### src/design/vqdm_pkg.sv
package vqdm_pkg;

  localparam int unsigned DescW             = 8;
  localparam int unsigned NumDesc           = 1 << DescW;
  localparam int unsigned AvailW            = 16;
  localparam int unsigned CountW            = 9;
  localparam int unsigned CfgW              = 4;
  localparam int unsigned DefaultQueueDepth = 256;

  localparam logic [AvailW-1:0] AvailLast = 16'hFFFF;
  localparam logic [CfgW-1:0]   SizeLog2Max = 4'd8;

  typedef enum logic [1:0] {
    KindAlloc  = 2'd0,
    KindFree   = 2'd1,
    KindSubmit = 2'd2
  } kind_e;

  typedef enum logic [1:0] {
    StatusOk       = 2'd0,
    StatusNoFree   = 2'd1,
    StatusFreeIdle = 2'd2
  } status_e;

  typedef struct packed {
    kind_e            kind;
    logic [DescW-1:0] desc_in;
  } vqdm_in_t;

  typedef struct packed {
    logic [DescW-1:0]  desc_out;
    status_e           status;
    logic [DescW-1:0]  ring_slot;
    logic [AvailW-1:0] avail_count;
    logic [CountW-1:0] free_count;
  } vqdm_out_t;

endpackage

### src/design/virtqueue_descriptor_manager_core.sv
// Split-virtqueue descriptor manager. Each transfer on the input channel is one
// operation (allocate, free or submit) and gives exactly one result transfer.
// One operation is taken every clock cycle while the result is not stalled; it
// waits in the input register and its result is offered from the output register.
// A stalled result holds back at most one further item in the input register.
// The free list lives in a next-pointer memory with one registered read port; the
// successor of the free head is prefetched so back-to-back allocations do not stall.
// Valid bits give the reset contents of the table at once, so no clearing pass follows
// reset. The queue size register may only be written while no operation is in flight.
module virtqueue_descriptor_manager_core import vqdm_pkg::*; #(
  parameter int unsigned QUEUE_DEPTH = DefaultQueueDepth
) (
  input  logic            clk_i,
  input  logic            rst_ni,
  input  logic            in_valid_i,
  output logic            in_ready_o,
  input  vqdm_in_t        in_data_i,
  output logic            out_valid_o,
  input  logic            out_ready_i,
  output vqdm_out_t       out_data_o,
  input  logic            cfg_we_i,
  input  logic [CfgW-1:0] cfg_wdata_i
);

  localparam int unsigned TableDepth = (QUEUE_DEPTH < NumDesc) ? QUEUE_DEPTH : NumDesc;
  localparam int unsigned IdxW       = $clog2(TableDepth);
  localparam logic [CountW-1:0] SizeCap = CountW'(TableDepth);
  localparam logic [IdxW-1:0]   ModLast = IdxW'(TableDepth - 1);

  // descriptor number to table row
  logic [IdxW-1:0] mod_lut [NumDesc];
  for (genvar g = 0; g < NumDesc; g++) begin : g_mod
    localparam int unsigned ModVal = g % TableDepth;
    assign mod_lut[g] = IdxW'(ModVal);
  end

  // configuration
  logic [CountW-1:0] size_q, size_d, pow_w;
  logic              use_cap_q, use_cap_d;

  always_comb begin
    pow_w = (cfg_wdata_i >= SizeLog2Max) ? SizeCap | CountW'(NumDesc)
                                         : (CountW'(1) << cfg_wdata_i);
    if (cfg_wdata_i >= SizeLog2Max) begin
      pow_w = CountW'(NumDesc);
    end
    if (pow_w >= SizeCap) begin
      size_d    = SizeCap;
      use_cap_d = 1'b1;
    end else begin
      size_d    = pow_w;
      use_cap_d = 1'b0;
    end
  end

  always_ff @(posedge clk_i or negedge rst_ni) begin
    if (!rst_ni) begin
      size_q    <= SizeCap;
      use_cap_q <= 1'b1;
    end else if (cfg_we_i) begin
      size_q    <= size_d;
      use_cap_q <= use_cap_d;
    end
  end

  // handshake
  logic      in_vld_q, out_vld_q, advance;
  vqdm_in_t  in_q;
  vqdm_out_t out_q, res_d;

  assign advance     = in_vld_q && (!out_vld_q || out_ready_i);
  assign in_ready_o  = !in_vld_q || advance;
  assign out_valid_o = out_vld_q;
  assign out_data_o  = out_q;

  always_ff @(posedge clk_i or negedge rst_ni) begin
    if (!rst_ni) begin
      in_vld_q  <= 1'b0;
      out_vld_q <= 1'b0;
    end else begin
      if (in_ready_o) begin
        in_vld_q <= in_valid_i;
      end
      if (advance) begin
        out_vld_q <= 1'b1;
      end else if (out_ready_i) begin
        out_vld_q <= 1'b0;
      end
    end
  end

  always_ff @(posedge clk_i) begin
    if (in_valid_i && in_ready_o) begin
      in_q <= in_data_i;
    end
    if (advance) begin
      out_q <= res_d;
    end
  end

  // list state
  logic [DescW-1:0]  head_q, head_d;
  logic [DescW-1:0]  link_byp_q, link_byp_d, link_cur, tbl_rd_data;
  logic              use_byp_q, use_byp_d;
  logic [CountW-1:0] in_use_q, in_use_d;
  logic [AvailW-1:0] avail_q, avail_d;
  logic [IdxW-1:0]   avail_mod_q, avail_mod_d;
  logic              tbl_wr_en;
  logic [DescW-1:0]  slot_mask;

  // successor of the head: bypass value, or the prefetched table read
  assign link_cur  = use_byp_q ? link_byp_q : tbl_rd_data;
  assign slot_mask = DescW'(size_q - CountW'(1));

  always_comb begin
    head_d      = head_q;
    in_use_d    = in_use_q;
    avail_d     = avail_q;
    avail_mod_d = avail_mod_q;
    link_byp_d  = link_cur;
    use_byp_d   = 1'b1;
    tbl_wr_en   = 1'b0;

    res_d.desc_out    = in_q.desc_in;
    res_d.status      = StatusOk;
    res_d.ring_slot   = '0;
    res_d.avail_count = avail_q;
    res_d.free_count  = '0;

    if (advance) begin
      case (in_q.kind)
        KindAlloc: begin
          if (in_use_q >= size_q) begin
            res_d.status   = StatusNoFree;
            res_d.desc_out = '0;
          end else begin
            res_d.desc_out = head_q;
            head_d         = link_cur;
            in_use_d       = in_use_q + CountW'(1);
            // new head's successor arrives from the table next cycle
            use_byp_d      = 1'b0;
          end
        end
        KindFree: begin
          if (in_use_q == '0) begin
            res_d.status = StatusFreeIdle;
          end else begin
            tbl_wr_en  = 1'b1;
            head_d     = in_q.desc_in;
            in_use_d   = in_use_q - CountW'(1);
            link_byp_d = head_q;
          end
        end
        KindSubmit: begin
          res_d.ring_slot = use_cap_q ? DescW'(avail_mod_q) : (avail_q[DescW-1:0] & slot_mask);
          avail_d         = avail_q + AvailW'(1);
          if (avail_q == AvailLast || avail_mod_q == ModLast) begin
            avail_mod_d = '0;
          end else begin
            avail_mod_d = avail_mod_q + IdxW'(1);
          end
        end
        default: begin
        end
      endcase
    end

    res_d.avail_count = avail_d;
    res_d.free_count  = (in_use_d >= size_q) ? '0 : size_q - in_use_d;
  end

  always_ff @(posedge clk_i or negedge rst_ni) begin
    if (!rst_ni) begin
      head_q      <= '0;
      link_byp_q  <= DescW'(1);
      use_byp_q   <= 1'b1;
      in_use_q    <= '0;
      avail_q     <= '0;
      avail_mod_q <= '0;
    end else begin
      head_q      <= head_d;
      link_byp_q  <= link_byp_d;
      use_byp_q   <= use_byp_d;
      in_use_q    <= in_use_d;
      avail_q     <= avail_d;
      avail_mod_q <= avail_mod_d;
    end
  end

  vqdm_link_table #(
    .Depth (TableDepth),
    .IdxW  (IdxW)
  ) u_link_table (
    .clk_i     (clk_i),
    .rst_ni    (rst_ni),
    .wr_en_i   (tbl_wr_en),
    .wr_idx_i  (mod_lut[in_q.desc_in]),
    .wr_data_i (head_q),
    .rd_idx_i  (mod_lut[link_cur]),
    .rd_data_o (tbl_rd_data)
  );

  assert property (@(posedge clk_i) disable iff (!rst_ni)
    (in_use_q != $past(in_use_q)) |-> $past(advance))
    else $error("in-use count moved without a transfer");

  assert property (@(posedge clk_i) disable iff (!rst_ni)
    advance |=> out_vld_q)
    else $error("result register not loaded");

  assert property (@(posedge clk_i) disable iff (!rst_ni)
    (advance && in_q.kind == KindAlloc && in_use_q >= size_q)
    |=> (head_q == $past(head_q) && in_use_q == $past(in_use_q)))
    else $error("refused allocation changed the free list");

  assert property (@(posedge clk_i) disable iff (!rst_ni)
    !use_byp_q |-> $past(advance && in_q.kind == KindAlloc))
    else $error("table read used outside an allocation");

  assert property (@(posedge clk_i) disable iff (!rst_ni)
    avail_mod_q <= ModLast)
    else $error("ring slot counter out of range");

endmodule

### src/design/vqdm_link_table.sv
module vqdm_link_table import vqdm_pkg::*; #(
  parameter int unsigned Depth = DefaultQueueDepth,
  parameter int unsigned IdxW  = $clog2(Depth)
) (
  input  logic             clk_i,
  input  logic             rst_ni,
  input  logic             wr_en_i,
  input  logic [IdxW-1:0]  wr_idx_i,
  input  logic [DescW-1:0] wr_data_i,
  input  logic [IdxW-1:0]  rd_idx_i,
  output logic [DescW-1:0] rd_data_o
);

  logic [DescW-1:0] mem [Depth];
  logic [Depth-1:0] vld_q;
  logic [DescW-1:0] rd_q;
  logic             rd_vld_q;
  logic [IdxW-1:0]  rd_idx_q;
  logic [IdxW:0]    rst_val_w;

  always_ff @(posedge clk_i) begin
    if (wr_en_i) begin
      mem[wr_idx_i] <= wr_data_i;
    end
    rd_q <= mem[rd_idx_i];
  end

  always_ff @(posedge clk_i or negedge rst_ni) begin
    if (!rst_ni) begin
      vld_q    <= '0;
      rd_vld_q <= 1'b0;
      rd_idx_q <= '0;
    end else begin
      if (wr_en_i) begin
        vld_q[wr_idx_i] <= 1'b1;
      end
      rd_vld_q <= vld_q[rd_idx_i];
      rd_idx_q <= rd_idx_i;
    end
  end

  // an entry never written links to its successor
  assign rst_val_w = {1'b0, rd_idx_q} + (IdxW+1)'(1);
  assign rd_data_o = rd_vld_q ? rd_q : DescW'(rst_val_w);

endmodule
### config.mk
export PLATFORM = sky130hd
export DESIGN_NAME = virtqueue_descriptor_manager_core
export DESIGN_NICKNAME = d
export VERILOG_FILES = /design/src/design/vqdm_pkg.sv /design/src/design/virtqueue_descriptor_manager_core.sv /design/src/design/vqdm_link_table.sv
export SDC_FILE = /design/constraint.sdc
export NUM_CORES = 2
export LEC_CHECK = 0
export ABC_AREA = 1
export BUFFER_PORTS_ARGS = -buffer_cell sky130_fd_sc_hd__buf_2
export CAP_MARGIN = 20
export CORE_ASPECT_RATIO = 1.5
export CORE_MARGIN = 2
export CORE_UTILIZATION = 55
export DETAILED_ROUTE_END_ITERATION = 12
export PLACE_DENSITY_LB_ADDON = 0.1
export SLEW_MARGIN = 20
export SYNTH_ARGS = -nofsm -noshare
export SYNTH_HDL_FRONTEND = slang
export SYNTH_SLANG_ARGS = --single-unit
### constraint.sdc
create_clock -name clk_i -period 6.6 [get_ports clk_i]
set_clock_uncertainty 0.2 [all_clocks]
set_input_delay 0.66 -clock clk_i [delete_from_list [all_inputs] [get_ports clk_i]]
set_output_delay 0.66 -clock clk_i [all_outputs]
set_load 0.02 [all_outputs]
==> qor.txt <==
Status = complete, no violations
Net Count, Synth = 10747
Fmax achieved = 203 MHz
GR Util All Layers = 30.3%
Cell taking the most area after synthesis = edfxtp_1
Crit path DAT = 5.33 ns
Clock root buffer = clkbuf_16
Post-synthesis sequential area ratio = 66.5%
Final hold slack = 0.257 ns
Post-Layout Cell Count = 13315
DRC viols = 0
Area Growth Syn to Fin = 9.23%
Drt total wl = 302000 µm
Vert. Die Dim = 545 µm
1st-iter DRT viols = 8406
Vias in the first global route = 72476
Critical path startpoint category = register
Die Wd = 365 µm
Final #Nets = 10576
Setup bufs post-CTS = 0
Via/cell ratio = 5.62
Post-synth EDFFs = 2101
Crit end category = register
CTS tree = built
RSZ-0062 raised after global routing = no
Worst path required time = 7.01 ns
Post-DR wirelength/cell = 22.7 µm
Final Power = 50600 µW
P_leak = 0.0497 µW
HP Start = u_link_table.vld_q[92]$_DFFE_PN0P_
Largest fanout on the critical path = 13
GP Congestion = 0.894
Die area = 0.199 mm²
Worst reg2reg endpoint = out_data_o[7]$_SDFFCE_PP0P_
Worst-path clk slew = 0.07 ns
Vias post-DR = 74787
Core footprint = 0.194 mm²
CTS buffer count = 232
Crit path kind = register to register
Hold/Removal Path Class = register to register
First-pass GRT wire length = 450000 µm
Bufs on Longest Clock Path = 4
Yosys top cell area share = 58.8%
Dpl hpwl = 171000 µm
Max-slew violations = 0
Mean post-synth cell area = 10.0 µm²
R2R Setup Slk = 1.69 ns
Post-cts resize count = 0
Top_reg_cell synth = edfxtp_1
IO Count = 64
Cell count after placement = 12873
GR Overflow Total = 0
Antenna Nets Post-Route = 0
Final Setup Violations = 0
Htree depth = 4
Final TNS setup = 0 ns
Initial Util = 55.3%
Row count = 198
Reg2reg path depth = 20
Slew HR = 24.0%
Sink Count = 2435
Final Hold Viols = 0
Synth area leaders = edfxtp_1, nand3_1, nand2_1
Port bufs = 63
# fillers = 16017
Fraction of layout cells with a size suffix above 1 = 5.40%
Largest net degree at the start of global routing = 182
Latest clock arrival within the worst-skew pair = 0.92 ns
Worst reg2reg startpoint = size_q[8]$_DFFE_PN1P_
Ys Warns = 0
Worst Hold Path Cells = 2
Hold buffers post-CTS = 23
Power density over cell area = 431 mW/mm²
Synthesized area = 0.107 mm²
Initial antenna violation count = 11
Asr flop ratio synth = 13.4%
DR pass1 iterations = 6
Hold Path End = u_link_table.vld_q[92]$_DFFE_PN0P_
Cells after Synth = 10703
Least-Margin Pin Slew = 1.14 ns
Final critical-path share of the clock period = 74.5%
Synth cell types = 47
Final critical-path required period = 4.91 ns
Maxcap violations = 0
Yosys reg bits = 2435
Worst VDD drop = 0.000707 V
stage by stage:
step | area (µm²) | util [%] | setup WS, ns
global route | 117000 | 60.4 | 1.18
detailed placement | 110000 | 56.6 | 1.67
CTS | 117000 | 60.4 | 1.65
finish | 117000 | 60.4 | 1.69
global placement | 110000 | 56.6 | 1.57
floorplan | 107000 | - | 2.37
metal layers:
layer / vias to the layer above / track usage (%) / part of all wire (%)
met5: - / 0 / 0.0043
met4: 2 / 14.3 / 5.1
met3: 664 / 3.65 / 7.0
met2: 2990 / 52.3 / 50
met1: 36553 / 37.9 / 38
li1: 34578 / - / -
worst max-delay path, stage by stage (launching register included):
cell,delay (ns)
dfstp_2,0.61
inv_1,0.17
ha_1,0.37
a21oi_1,0.15
o21ai_0,0.10
a21oi_1,0.13
nand3_1,0.17
inv_1,0.40
o211ai_1,0.12
o21ai_0,0.12
nand2_1,0.08
nand2_1,0.11
inv_1,0.07
ha_1,0.31
inv_1,0.10
nor3_1,0.28
inv_1,0.08
o31ai_1,0.78
inv_1,0.15
o21ai_0,0.11
a21oi_1,0.07
cell type report:
type / instances / area (µm²) / share of cell area (%)
Timing Repair Buffer: 221 / 2220 / 1.90
Inverter: 1945 / 7300 / 6.23
Sequential cell: 2435 / 71400 / 60.9
Antenna cell: 2 / 5.00 / 0.00427
Tap cell: 2600 / 3250 / 2.77
Clock inverter: 94 / 721 / 0.615
Multi-Input combinational cell: 5697 / 25800 / 22.0
Clock buffer: 321 / 6480 / 5.53
cell usage after synthesis, drive strengths merged (2+ instances only):
master / n
a31oi: 5
nor3: 12
nor2: 312
nand3: 2136
nand4: 20
o22ai: 10
o21ai: 353
xor2: 14
ha: 24
edfxtp: 2101
dfstp: 3
clkinv: 2
clkbuf: 277
a21oi: 37
nor4: 7
nand2: 2586
nor3b: 3
nand3b: 53
xnor2: 10
o31ai: 3
a211oi: 3
o211ai: 82
or2: 13
o32ai: 4
inv: 1943
dfrtp: 323
dfxtp: 8
buf: 349
registers in the layout (all words and copies together) (netlist names):
register / flops
u_link_table.mem: 2048
u_link_table.vld_q: 256
out_data_o: 43
avail_q: 16
in_q: 10
in_use_q: 9
size_q: 9
avail_mod_q: 8
head_q: 8
link_byp_q: 8
u_link_table.rd_idx_q: 8
u_link_table.rd_q: 8
in_vld_q: 1
out_valid_o: 1
u_link_table.rd_vld_q: 1
use_byp_q: 1
where the power goes:
part           total, µW  switching, µW  internal [µW]
clock network      12900           5730           7210
logic              18200          13800           4410
registers          19500            553          18900
total              50600          20000          30500
placed cells by master (no fill, tap or decap), types with 36 or more instances in the layout:
cell / n
a21oi_1: 36
buf_12: 49
buf_2: 62
buf_4: 84
clkbuf_1: 59
clkbuf_16: 236
clkinv_1: 37
clkinv_2: 42
dfrtp_1: 315
edfxtp_1: 2101
inv_1: 1939
nand2_1: 2567
nand3_1: 2134
nand3b_1: 53
nor2_1: 309
o211ai_1: 82
o21ai_0: 346
logic make-up (layout without fill, tap and decap cells):
kind of cell / count (synthesis) / count (layout) / share of synthesized area, %
xor gates and xnor gates: 24 / 24 / 0.196
DFF: 2435 / 2435 / 66.5
and+or+nand+nor: 5143 / 5143 / 20.8
adders and majority gates: 25 / 25 / 0.298
buffers and inverters: 2571 / 2581 / 9.58
AOI/OAI and AO/OA: 505 / 505 / 2.61
other: 0 / 2 / 0
worst max-delay path by stage:
stage | from | endpoint
after floorplan | size_q[8]$_DFFE_PN1P_ | out_data_o[3]$_SDFFCE_PP0P_
after global placement | size_q[8]$_DFFE_PN1P_ | out_data_o[7]$_SDFFCE_PP0P_
after detailed placement | size_q[8]$_DFFE_PN1P_ | out_data_o[7]$_SDFFCE_PP0P_
after CTS | size_q[8]$_DFFE_PN1P_ | out_data_o[7]$_SDFFCE_PP0P_
after global routing | size_q[8]$_DFFE_PN1P_ | out_data_o[3]$_SDFFCE_PP0P_
final | size_q[8]$_DFFE_PN1P_ | out_data_o[7]$_SDFFCE_PP0P_
(Power assumes the default switching activity.)
